==> src/svpwm_pkg.sv <==
// shared types and constants of the svpwm duty generator
package svpwm_pkg;

  localparam int DATA_W = 16;
  localparam int LIM_W  = 15;
  localparam int RAD_W  = 48;
  localparam int ROOT_W = 24;
  localparam int NUM_W  = 39;
  localparam int QUO_W  = 16;
  localparam int V_W    = 34;
  localparam int D_W    = 37;
  localparam int RND_W  = 21;

  localparam logic signed [DATA_W-1:0] SQRT3_HALF = 16'sd28378;

  localparam logic [2:0] QUAD_PP = 3'd1;
  localparam logic [2:0] QUAD_NP = 3'd3;
  localparam logic [2:0] QUAD_NN = 3'd4;
  localparam logic [2:0] QUAD_PN = 3'd6;

  localparam logic [1:0] REG_LIMIT = 2'd0;
  localparam logic [1:0] REG_DMIN  = 2'd1;
  localparam logic [1:0] REG_DMAX  = 2'd2;

  typedef struct packed {
    logic signed [DATA_W-1:0] alpha_voltage;
    logic signed [DATA_W-1:0] beta_voltage;
    logic signed [DATA_W-1:0] shift_common;
  } svpwm_in_t;

  typedef struct packed {
    logic [DATA_W-1:0] duty_a;
    logic [DATA_W-1:0] duty_b;
    logic [DATA_W-1:0] duty_c;
    logic [2:0]        quadrant_code;
  } svpwm_out_t;

  typedef struct packed {
    logic signed [DATA_W-1:0] alpha;
    logic signed [DATA_W-1:0] beta;
    logic signed [DATA_W-1:0] shift;
    logic                     lim;
    logic [2:0]               code;
  } svpwm_side_t;

  typedef struct packed {
    logic vld;
    logic en;
  } svpwm_ctl_t;

endpackage

==> src/svpwm_sqrt.sv <==
// pipelined integer square root, one result bit per stage
module svpwm_sqrt import svpwm_pkg::*; (
  input  logic              clk,
  input  logic              rst_n,
  input  svpwm_ctl_t        ctl,
  input  logic [RAD_W-1:0]  rad,
  input  svpwm_side_t       side_in,
  input  logic [NUM_W-1:0]  num_a_in,
  input  logic [NUM_W-1:0]  num_b_in,
  output logic              vld_out,
  output logic [ROOT_W-1:0] root_out,
  output svpwm_side_t       side_out,
  output logic [NUM_W-1:0]  num_a_out,
  output logic [NUM_W-1:0]  num_b_out
);

  logic [RAD_W-1:0]  rem_r  [ROOT_W];
  logic [ROOT_W-1:0] root_r [ROOT_W];
  logic              vld_r  [ROOT_W];
  svpwm_side_t       side_r [ROOT_W];
  logic [NUM_W-1:0]  na_r   [ROOT_W];
  logic [NUM_W-1:0]  nb_r   [ROOT_W];

  for (genvar k = 0; k < ROOT_W; k++) begin : g_stage
    localparam int B = ROOT_W - 1 - k;
    logic [RAD_W-1:0]  rem_cur;
    logic [ROOT_W-1:0] root_cur;
    logic              vld_cur;
    svpwm_side_t       side_cur;
    logic [NUM_W-1:0]  na_cur;
    logic [NUM_W-1:0]  nb_cur;
    logic [RAD_W+1:0]  trial;
    logic              ge;

    if (k == 0) begin : g_first
      assign rem_cur  = rad;
      assign root_cur = '0;
      assign vld_cur  = ctl.vld;
      assign side_cur = side_in;
      assign na_cur   = num_a_in;
      assign nb_cur   = num_b_in;
    end else begin : g_next
      assign rem_cur  = rem_r[k-1];
      assign root_cur = root_r[k-1];
      assign vld_cur  = vld_r[k-1];
      assign side_cur = side_r[k-1];
      assign na_cur   = na_r[k-1];
      assign nb_cur   = nb_r[k-1];
    end

    // r^2 grows by (2r + 2^B) << B when bit B is set
    always_comb begin
      trial = ({{(RAD_W+1-ROOT_W){1'b0}}, root_cur, 1'b0} + ((RAD_W+2)'(1) << B)) << B;
      ge    = {2'b00, rem_cur} >= trial;
    end

    always_ff @(posedge clk) begin
      if (!rst_n) begin
        vld_r[k] <= 1'b0;
      end else if (ctl.en) begin
        vld_r[k] <= vld_cur;
      end
    end

    always_ff @(posedge clk) begin
      if (ctl.en) begin
        rem_r[k]  <= ge ? (rem_cur - trial[RAD_W-1:0]) : rem_cur;
        root_r[k] <= root_cur | (ROOT_W'(ge) << B);
        side_r[k] <= side_cur;
        na_r[k]   <= na_cur;
        nb_r[k]   <= nb_cur;
      end
    end
  end

  assign vld_out   = vld_r[ROOT_W-1];
  assign root_out  = root_r[ROOT_W-1];
  assign side_out  = side_r[ROOT_W-1];
  assign num_a_out = na_r[ROOT_W-1];
  assign num_b_out = nb_r[ROOT_W-1];

endmodule

==> config.mk <==
export PLATFORM = sky130hd
export DESIGN_NAME = svpwm_sqrt
export DESIGN_NICKNAME = d
export VERILOG_FILES = /design/src/svpwm_pkg.sv /design/src/svpwm_sqrt.sv
export SDC_FILE = /design/constraint.sdc
export NUM_CORES = 2
export LEC_CHECK = 0
export BUFFER_PORTS_ARGS = -buffer_cell sky130_fd_sc_hd__buf_2
export CAP_MARGIN = 20
export CORE_ASPECT_RATIO = 1.5
export CORE_MARGIN = 2
export CORE_UTILIZATION = 62
export DETAILED_ROUTE_END_ITERATION = 10
export PLACE_DENSITY = 0.88
export SLEW_MARGIN = 5
export SYNTH_ARGS = -nofsm -noshare
export SYNTH_HDL_FRONTEND = slang
export SYNTH_MEMORY_MAX_BITS = 65536
export SYNTH_SLANG_ARGS = --single-unit
==> constraint.sdc <==
create_clock -name clk -period 4.13 [get_ports clk]
set_input_delay 0.6195 -clock clk [delete_from_list [all_inputs] [get_ports clk]]
set_output_delay 0.6195 -clock clk [all_outputs]
set_load 0.05 [all_outputs]
==> impl_results.md <==
- Setup WS pre-CTS: 0.271 ns
- IO Pins: 337
- Total global-route track usage: 0.263
- Hold Crit Class: in -> reg
- TritonCTS Buffers: 389
- Synth Warn #: 0
- CTS tree: done
- Highest clock rate: 253 MHz
- Critical Path AT: 4.60 ns
- Crit Reg-Reg Startpoint: rem_r[2][253]
- RD Place Congestion: 0.933
- Initial drt markers: 7,723
- Syn Nets: 9,015
- CTS max path bufs: 4
- Hold path startpoint: rad[47]
- Peak supply drop: 775 uV
- Largest area contributor in the netlist: edfxtp_1
- H-Tree Depth: 5
- Adder-Cell Fraction of Synth Area: 0.0249
- PD cells: 562 mW/mm^2
- Layout cells sized above 1: 0.121
- Die Span Y: 630 um
- # DRC: 0
- Vias: 78,200
- Via density per instance: 5.87
- PortBufs: 336
- Top-count cell post-synth: edfxtp_1
- Core Rows: 229
- WL per Instance: 26.1 um
- Initial antenna violation count: 7
- Clock Latency Late Sink: 0.94 ns
- Clk slew on worst S/H paths: 0.08 ns
- EDFF count, synth: 4,547
- Crit path launch type: flip-flop
- Total power: 0.104 W
- Clk root buf: clkbuf_16
- Initial Util: 0.624
- Worst Hold Depth: 3
- Setup bufs post-CTS: 0
- Final ANT Viol Nets: 0
- Final Hold Viols: 0
- Post-CTS resize count: 0
- WP buf/inv: 2
- Simple-Gate Fraction of Synth Area: 0.0523
- Crit path max-delay family: simple AND/OR/NAND/NOR gates
- Maxcap violations: 0
- Met3 wire length: 15,600 um
- Final Worst Setup Slack: 0.179 ns
- Final setup fails: 0
- Hpwl dp: 205,000 um
- Xor and xnor area share after synthesis: 0.0249
- Most frequent cells after synthesis: edfxtp_1, inv_1, nand2_1, ha_1, nor2_1
- R2r endpoint: rem_r[2][316]
- Post-Syn Instances: 8,511
- Status: completed
- Layout Area Growth over Synthesis: 13.8%
- Worst reg2reg path depth: 11
- Critical Path Slowest Stage Cell: nor3_1
- Fin crit share: 0.957
- Fill cells: 14,800
- CP required: 4.78 ns
- Overflow after GRT: 0
- Final slew viol count: 0
- Met2 WL: 200,000 um
- Synth Area per Inst: 19.0 sq um
- Slack of the worst reg-to-reg path: 0.18 ns
- Sequential share of the synthesized area: 0.843
- Multiplexer share of the synthesized area: 0.00253
- Crit-path max FO: 34
- Pin count of the biggest net entering global routing: 145
- Vias in the first global route: 82,800
- Router iterations before antenna repair: 6
- Crit-path cells: ha_1 > nand3_1 > or3_1 > nor3_1 > buf_4 > a2111o_1 > nor2_1 > and2_1 > inv_2 > nand4_1 > a22o_1
- Area fraction of the dominant cell type after synthesis: 0.843
- Die width: 421 um
- Async SR Flop Fraction: 0
- Worst Setup SP: rem_r[2][253]
- Global-route wire length before repair: 520,000 um
- Shortest period the worst path allows: 3.95 ns
- Largest family of logic cells by synthesized area: simple AND/OR/NAND/NOR gates
- Mapped Area: 0.162 sq mm
- Top_reg_cell synth: edfxtp_1
- Unique masters post-synth: 97
- Top cells by area, synth: edfxtp_1, ha_1, xnor2_1
- Synth Area in Compound Gates: 0.0397
- Hold Slack: 0.154 ns
- Slew headroom: 0.157
- Measured slew at the worst slew-check pin: 1.25 ns
- Worst Hold End: rem_r[0][47]
- Sink Count: 4,548
- Leakage power: 65.4 nW
- Core area: 0.260 sq mm
- Unrepaired setup endpoints after global routing: no
- DRT met1 WL: 111,000 um
- Drt total wl: 348,000 um
- Die Area: 0.265 sq mm
- Clock Skew: 0.0778 ns
- Slowest cell delay on critical path: 0.64 ns
- Register bit total from synthesis: 4,548
- Top Metal Used: met4
- WS Path Type: reg -> reg
- Crit. End Element: flip-flop
- Layout Nets: 10,000
cell usage in the layout (no fill, tap or decap), types with 234 or more instances in the layout:
cell and instances:
nand2_1 386, inv_1 410, clkbuf_16 397, ha_1 322, a21oi_1 256, nor2_1 302, o21ai_0 258, edfxtp_1 4547
xnor2_1 234, buf_2 336
worst max path at each step:
stage / depth (start not counted) / to / slack [ns]
3_3_place_gp: 10 / rem_r[2][316] / -0.05
6_report: 11 / rem_r[2][316] / 0.18
5_1_grt: 11 / rem_r[2][322] / 0.05
4_1_cts: 11 / rem_r[2][322] / 0.27
2_1_floorplan: 10 / rem_r[2][156] / 1.04
3_5_place_dp: 11 / rem_r[2][322] / 0.27
routing by layer:
metal	vias to the layer above	GRT usage
li1	35100	-
met1	38900	0.268
met2	3191	0.515
met3	1055	0.0348
met4	0	0.139
met5	-	0
worst min-delay path: stages:
cell and delay, ns:
buf_2 0.10, nor2_1 0.05, a21oi_1 0.15
logic make-up after synthesis:
kind of cell,count (synthesis)
AND/OR/NAND/NOR,1616
flip-flops,4548
AO/OA/AOI/OAI,1011
buffers and inverters,516
XOR/XNOR,460
adder cells (fa/ha/maj),322
multiplexers,38
cell type report:
class,instances,area (sq um),share of cell area
antenna,10,25.0,0.000136
clock buffer,473,10200,0.0555
clock inverter,235,2440,0.0132
inverter,413,1550,0.00841
multi-input combinational,3447,23400,0.127
sequential,4548,137000,0.741
tap,3465,4340,0.0235
timing repair buffer,722,5720,0.0311
power breakdown:
group / total [W] / internal [W] / switching [W]
Clock: 0.0372 / 0.0204 / 0.0167
Sequential: 0.0573 / 0.0551 / 0.00218
Combinational: 0.00910 / 0.00336 / 0.00574
registers in the layout, summed over array words and instances (netlist names):
name	count
nb_r	936
root_r	300
rem_r	1104
side_r	1248
vld_r	24
na_r	936
through the flow:
| step | TNS [ns] | std cells | util | cell area, sq um |
|---|---|---|---|---|
| 2_1_floorplan | 0 | 8511 | - | 162000 |
| 3_3_place_gp | -0.106 | 12400 | 0.654 | 170000 |
| 3_5_place_dp | 0 | 12400 | 0.654 | 170000 |
| 4_1_cts | 0 | 13300 | 0.710 | 184000 |
| 5_1_grt | 0 | 13300 | 0.710 | 184000 |
| 6_report | 0 | 13300 | 0.710 | 184000 |
repair_timing:
action	CTS	global route
setup endpoints to repair	0	0
hold buffers	177	0
hold endpoints to repair	177	0
Power figures use the tool's default switching activity.
