[src/svpwm_pkg.sv]
// shared types and constants of the svpwm duty generator
package svpwm_pkg;

  localparam int DATA_W = 16;
  localparam int LIM_W  = 15;
  localparam int RAD_W  = 48;
  localparam int ROOT_W = 24;
  localparam int NUM_W  = 39;
  localparam int QUO_W  = 16;
  localparam int V_W    = 34;
  localparam int D_W    = 37;
  localparam int RND_W  = 21;

  localparam logic signed [DATA_W-1:0] SQRT3_HALF = 16'sd28378;

  localparam logic [2:0] QUAD_PP = 3'd1;
  localparam logic [2:0] QUAD_NP = 3'd3;
  localparam logic [2:0] QUAD_NN = 3'd4;
  localparam logic [2:0] QUAD_PN = 3'd6;

  localparam logic [1:0] REG_LIMIT = 2'd0;
  localparam logic [1:0] REG_DMIN  = 2'd1;
  localparam logic [1:0] REG_DMAX  = 2'd2;

  typedef struct packed {
    logic signed [DATA_W-1:0] alpha_voltage;
    logic signed [DATA_W-1:0] beta_voltage;
    logic signed [DATA_W-1:0] shift_common;
  } svpwm_in_t;

  typedef struct packed {
    logic [DATA_W-1:0] duty_a;
    logic [DATA_W-1:0] duty_b;
    logic [DATA_W-1:0] duty_c;
    logic [2:0]        quadrant_code;
  } svpwm_out_t;

  typedef struct packed {
    logic signed [DATA_W-1:0] alpha;
    logic signed [DATA_W-1:0] beta;
    logic signed [DATA_W-1:0] shift;
    logic                     lim;
    logic [2:0]               code;
  } svpwm_side_t;

  typedef struct packed {
    logic vld;
    logic en;
  } svpwm_ctl_t;

endpackage

[src/svpwm_div.sv]
// pipelined restoring divider, both components against one magnitude
module svpwm_div import svpwm_pkg::*; (
  input  logic              clk,
  input  logic              rst_n,
  input  svpwm_ctl_t        ctl,
  input  logic [NUM_W-1:0]  num_a,
  input  logic [NUM_W-1:0]  num_b,
  input  logic [ROOT_W-1:0] den,
  input  svpwm_side_t       side_in,
  output logic              vld_out,
  output logic [QUO_W-1:0]  quo_a,
  output logic [QUO_W-1:0]  quo_b,
  output svpwm_side_t       side_out
);

  logic [NUM_W-1:0]  ra_r   [QUO_W];
  logic [NUM_W-1:0]  rb_r   [QUO_W];
  logic [QUO_W-1:0]  qa_r   [QUO_W];
  logic [QUO_W-1:0]  qb_r   [QUO_W];
  logic [ROOT_W-1:0] den_r  [QUO_W];
  logic              vld_r  [QUO_W];
  svpwm_side_t       side_r [QUO_W];

  for (genvar k = 0; k < QUO_W; k++) begin : g_stage
    localparam int B = QUO_W - 1 - k;
    logic [NUM_W-1:0]  ra_cur;
    logic [NUM_W-1:0]  rb_cur;
    logic [QUO_W-1:0]  qa_cur;
    logic [QUO_W-1:0]  qb_cur;
    logic [ROOT_W-1:0] den_cur;
    logic              vld_cur;
    svpwm_side_t       side_cur;
    logic [NUM_W:0]    dsh;
    logic              ge_a;
    logic              ge_b;

    if (k == 0) begin : g_first
      assign ra_cur   = num_a;
      assign rb_cur   = num_b;
      assign qa_cur   = '0;
      assign qb_cur   = '0;
      assign den_cur  = den;
      assign vld_cur  = ctl.vld;
      assign side_cur = side_in;
    end else begin : g_next
      assign ra_cur   = ra_r[k-1];
      assign rb_cur   = rb_r[k-1];
      assign qa_cur   = qa_r[k-1];
      assign qb_cur   = qb_r[k-1];
      assign den_cur  = den_r[k-1];
      assign vld_cur  = vld_r[k-1];
      assign side_cur = side_r[k-1];
    end

    always_comb begin
      dsh  = (NUM_W+1)'(den_cur) << B;
      ge_a = {1'b0, ra_cur} >= dsh;
      ge_b = {1'b0, rb_cur} >= dsh;
    end

    always_ff @(posedge clk) begin
      if (!rst_n) begin
        vld_r[k] <= 1'b0;
      end else if (ctl.en) begin
        vld_r[k] <= vld_cur;
      end
    end

    always_ff @(posedge clk) begin
      if (ctl.en) begin
        ra_r[k]   <= ge_a ? (ra_cur - dsh[NUM_W-1:0]) : ra_cur;
        rb_r[k]   <= ge_b ? (rb_cur - dsh[NUM_W-1:0]) : rb_cur;
        qa_r[k]   <= qa_cur | (QUO_W'(ge_a) << B);
        qb_r[k]   <= qb_cur | (QUO_W'(ge_b) << B);
        den_r[k]  <= den_cur;
        side_r[k] <= side_cur;
      end
    end
  end

  assign vld_out  = vld_r[QUO_W-1];
  assign quo_a    = qa_r[QUO_W-1];
  assign quo_b    = qb_r[QUO_W-1];
  assign side_out = side_r[QUO_W-1];

endmodule
[config.mk]
export PLATFORM = sky130hd
export DESIGN_NAME = svpwm_div
export DESIGN_NICKNAME = d
export VERILOG_FILES = /design/src/svpwm_pkg.sv /design/src/svpwm_div.sv
export SDC_FILE = /design/constraint.sdc
export NUM_CORES = 2
export LEC_CHECK = 0
export BUFFER_PORTS_ARGS = -buffer_cell sky130_fd_sc_hd__buf_4
export CAP_MARGIN = 30
export CORE_MARGIN = 2
export CORE_UTILIZATION = 30
export DETAILED_ROUTE_END_ITERATION = 8
export SLEW_MARGIN = 25
export SYNTH_ARGS = -nofsm -noshare
export SYNTH_HDL_FRONTEND = slang
export SYNTH_SLANG_ARGS = --single-unit
[constraint.sdc]
create_clock -name clk -period 3.6 [get_ports clk]
set_clock_uncertainty 0.05 [all_clocks]
set_input_delay 0.36 -clock clk [delete_from_list [all_inputs] [get_ports clk]]
set_output_delay 0.36 -clock clk [all_outputs]
set_load 0.005 [all_outputs]
==> results.sh <==
export IMPL_coreArea_um2=438000
export IMPL_synth_edf_count=2649
export IMPL_wl_met1_mm=136
export IMPL_met3_length_mm=11.4
export IMPL_finalCriticalPeriod_ns=3.57
export IMPL_grt_usage=0.147
export IMPL_slew_violations=0
export IMPL_cp_required_ns=4.21
export IMPL_htreeDepth=5
export IMPL_hold_viol=0
export IMPL_final_cell_mix="edfxtp_1, buf_4, a21oi_1"
export IMPL_holdWs_ns=0.123
export IMPL_finalWirelength_mm=338
export IMPL_min_path_type="in -> reg"
export IMPL_wl_met2_mm=166
export IMPL_synth_async_sr_flop_share=0
export IMPL_rsz0062_at_grt="yes"
export IMPL_cap_violations=0
export IMPL_cts_made_buffers=306
export IMPL_cts_buffer_depth=4
export IMPL_ys_flop_type="edfxtp_1"
export IMPL_max_stage_delay_ns=0.57
export IMPL_synth_seq_cells=2650
export IMPL_placed_cell_area_um2=145000
export IMPL_outcome="complete, no violations"
export IMPL_yosysWarnings=0
export IMPL_worst_skew_pair_late_latency_ns=0.93
export IMPL_slew_headroom=0.473
export IMPL_antenna_found_initial=2
export IMPL_ant_nets=0
export IMPL_vias=85100
export IMPL_grt_pass1_wl_mm=505
export IMPL_start_util=0.301
export IMPL_fillerInstances=42400
export IMPL_fp_dieH_um=667
export IMPL_p_leak_nw=59.7
export IMPL_cp_data_arrival_time_ns=4.18
export IMPL_cp_end_kind="flop"
export IMPL_synth_distinct_cells=87
export IMPL_p_per_area_nw_per_um2=765
export IMPL_final_common_cell="edfxtp_1"
export IMPL_vias_per_cell=4.78
export IMPL_setup_viol=0
export IMPL_gr_total_overflow=0
export IMPL_post_drt_wl_per_cell_um=19.0
export IMPL_grt_max_degree=131
export IMPL_syn2layout_area_growth_pct=20.1
export IMPL_ir_worst_vdd_v=0.000431
export IMPL_portBuffers=242
export IMPL_startpoint_type="input port"
export IMPL_fmax_mhz=280
export IMPL_final_area_um2=158000
export IMPL_cp_slowest_cell="dlygate4sd3_1"
export IMPL_top_layer="met4"
export IMPL_cts_sinks=2650
export IMPL_syn_area_per_cell_um2=12.3
export IMPL_hpwl_mm=260
export IMPL_drc=0
export IMPL_fin_crit_sh=0.993
export IMPL_nets=12800
export IMPL_grt_pass1_vias=84600
export IMPL_dieWidth_um=667
export IMPL_gp_congestion=0.919
export IMPL_critPathKind="in -> reg"
export IMPL_drtIter0Drc=5307
export IMPL_worst_pin_slew_ns=0.782
export IMPL_netlist_instances=10700
export IMPL_clk_pin_slew_worst_paths_ns=0.06
export IMPL_dr_pass1_iters=5
export IMPL_ys_seq_area_frac=0.604
export IMPL_cts_tree="done"
export IMPL_root_buffer="clkbuf_16"
export IMPL_path_max_fanout=5
export IMPL_synth_area_um2=132000
export IMPL_crit_chain="dlygate4sd3_1, buf_4, inv_1, ha_1, o211ai_1, a21oi_1, o32a_1, a31oi_1, o211ai_1, a2111oi_0, buf_4, o31ai_4, nor2_1, dlygate4sd3_1, a21oi_1"
export IMPL_rows=243
export IMPL_ios=243
export IMPL_layout_drive_gt1_share=0.140
export IMPL_syn_nets=11600
export IMPL_dieArea_um2=444000
registers in the layout (all words and copies together), names as in the netlist:
register,cells
vld_r,16
rb_r,585
ra_r,585
qa_r,136
side_r,832
den_r,360
qb_r,136
power by group:
part	switching, mW	internal (mW)
Sequential	4.10	42.3
Combinational	23.6	19.2
Clock	12.8	19.1
Total	40.5	80.6
per-stage QoR:
step / util / setup TNS (ns) / worst slack [ns] / cells / power (mW)
after CTS: 0.361 / -0.0132 / -0.0132 / 17800 / 122
after global routing: 0.362 / -0.0901 / -0.0425 / 17800 / 129
after detailed placement: 0.332 / -8.15 / -0.280 / 17100 / 88.7
final: 0.362 / 0 / 0.0253 / 17800 / 121
after floorplan: - / 0 / 0.0455 / 10700 / 74.5
after global placement: 0.332 / -12.98 / -0.391 / 17100 / 88.7
what timing repair did:
item	CTS	global route
gates cloned	0	0
hold endpoints to repair	212	0
gates resized for setup	34	96
hold buffers	172	0
setup buffers	15	10
setup endpoints to repair	79	322
pin swaps	11	25
Yosys cell counts (178+ instances only):
master / number / share of area
ha_1: 768 / 0.073
edfxtp_1: 2649 / 0.60
a21oi_1: 828 / 0.031
nor2_1: 665 / 0.019
xor2_1: 318 / 0.021
nand2_1: 792 / 0.023
a21o_1: 347 / 0.020
xnor2_1: 437 / 0.029
nand3_1: 181 / 0.0069
nor3_1: 178 / 0.0068
clkbuf_1: 240 / 0.0068
o21ai_0: 677 / 0.026
inv_1: 615 / 0.018
area by class of cell:
cell class,instances,area [um2],share of cell area
Antenna cell,3,7.51,0.0000474
Clock buffer,358,8090,0.0511
Timing Repair Buffer,1078,9120,0.0576
Sequential cell,2650,79600,0.503
Clock inverter,198,2330,0.0148
Multi-Input combinational cell,7150,49600,0.313
Tap cell,5757,7200,0.0455
Inverter,619,2330,0.0147
per-layer routing:
| metal | vias up | track usage |
|---|---|---|
| met4 | 0 | 0.0948 |
| met3 | 706 | 0.0189 |
| li1 | 42600 | - |
| met2 | 1735 | 0.258 |
| met1 | 40000 | 0.169 |
| met5 | - | 0 |
worst max-delay path: cells and delay by family:
family | cells | cell delay (ns)
adders and majority gates | 1 | 0.34
buffers and inverters | 5 | 1.66
AOI/OAI and AO/OA | 8 | 1.69
and+or+nand+nor | 1 | 0.12
logic make-up after synthesis:
logic type               count (synthesis)  share of synthesized area
AND/OR/NAND/NOR                       2755                      0.103
buffers and inverters                  881                     0.0252
multiplexers                           141                     0.0119
AO/OA/AOI/OAI                         2701                      0.128
flip-flops                            2650                      0.604
adder cells (fa/ha/maj)                798                     0.0775
XOR/XNOR                               755                     0.0502
final timing paths:
check	startpoint	endpoint	slack (ns)	cells past startpoint
min	side_in[34]	side_r[0][34]	0.12	2
max	den[5]	rb_r[0][37]	0.03	15
min reg2reg	side_r[1][227]	side_r[1][279]	0.34	0
max reg2reg	den_r[1][23]	rb_r[1][72]	0.06	14
Power figures use the tool's default switching activity.
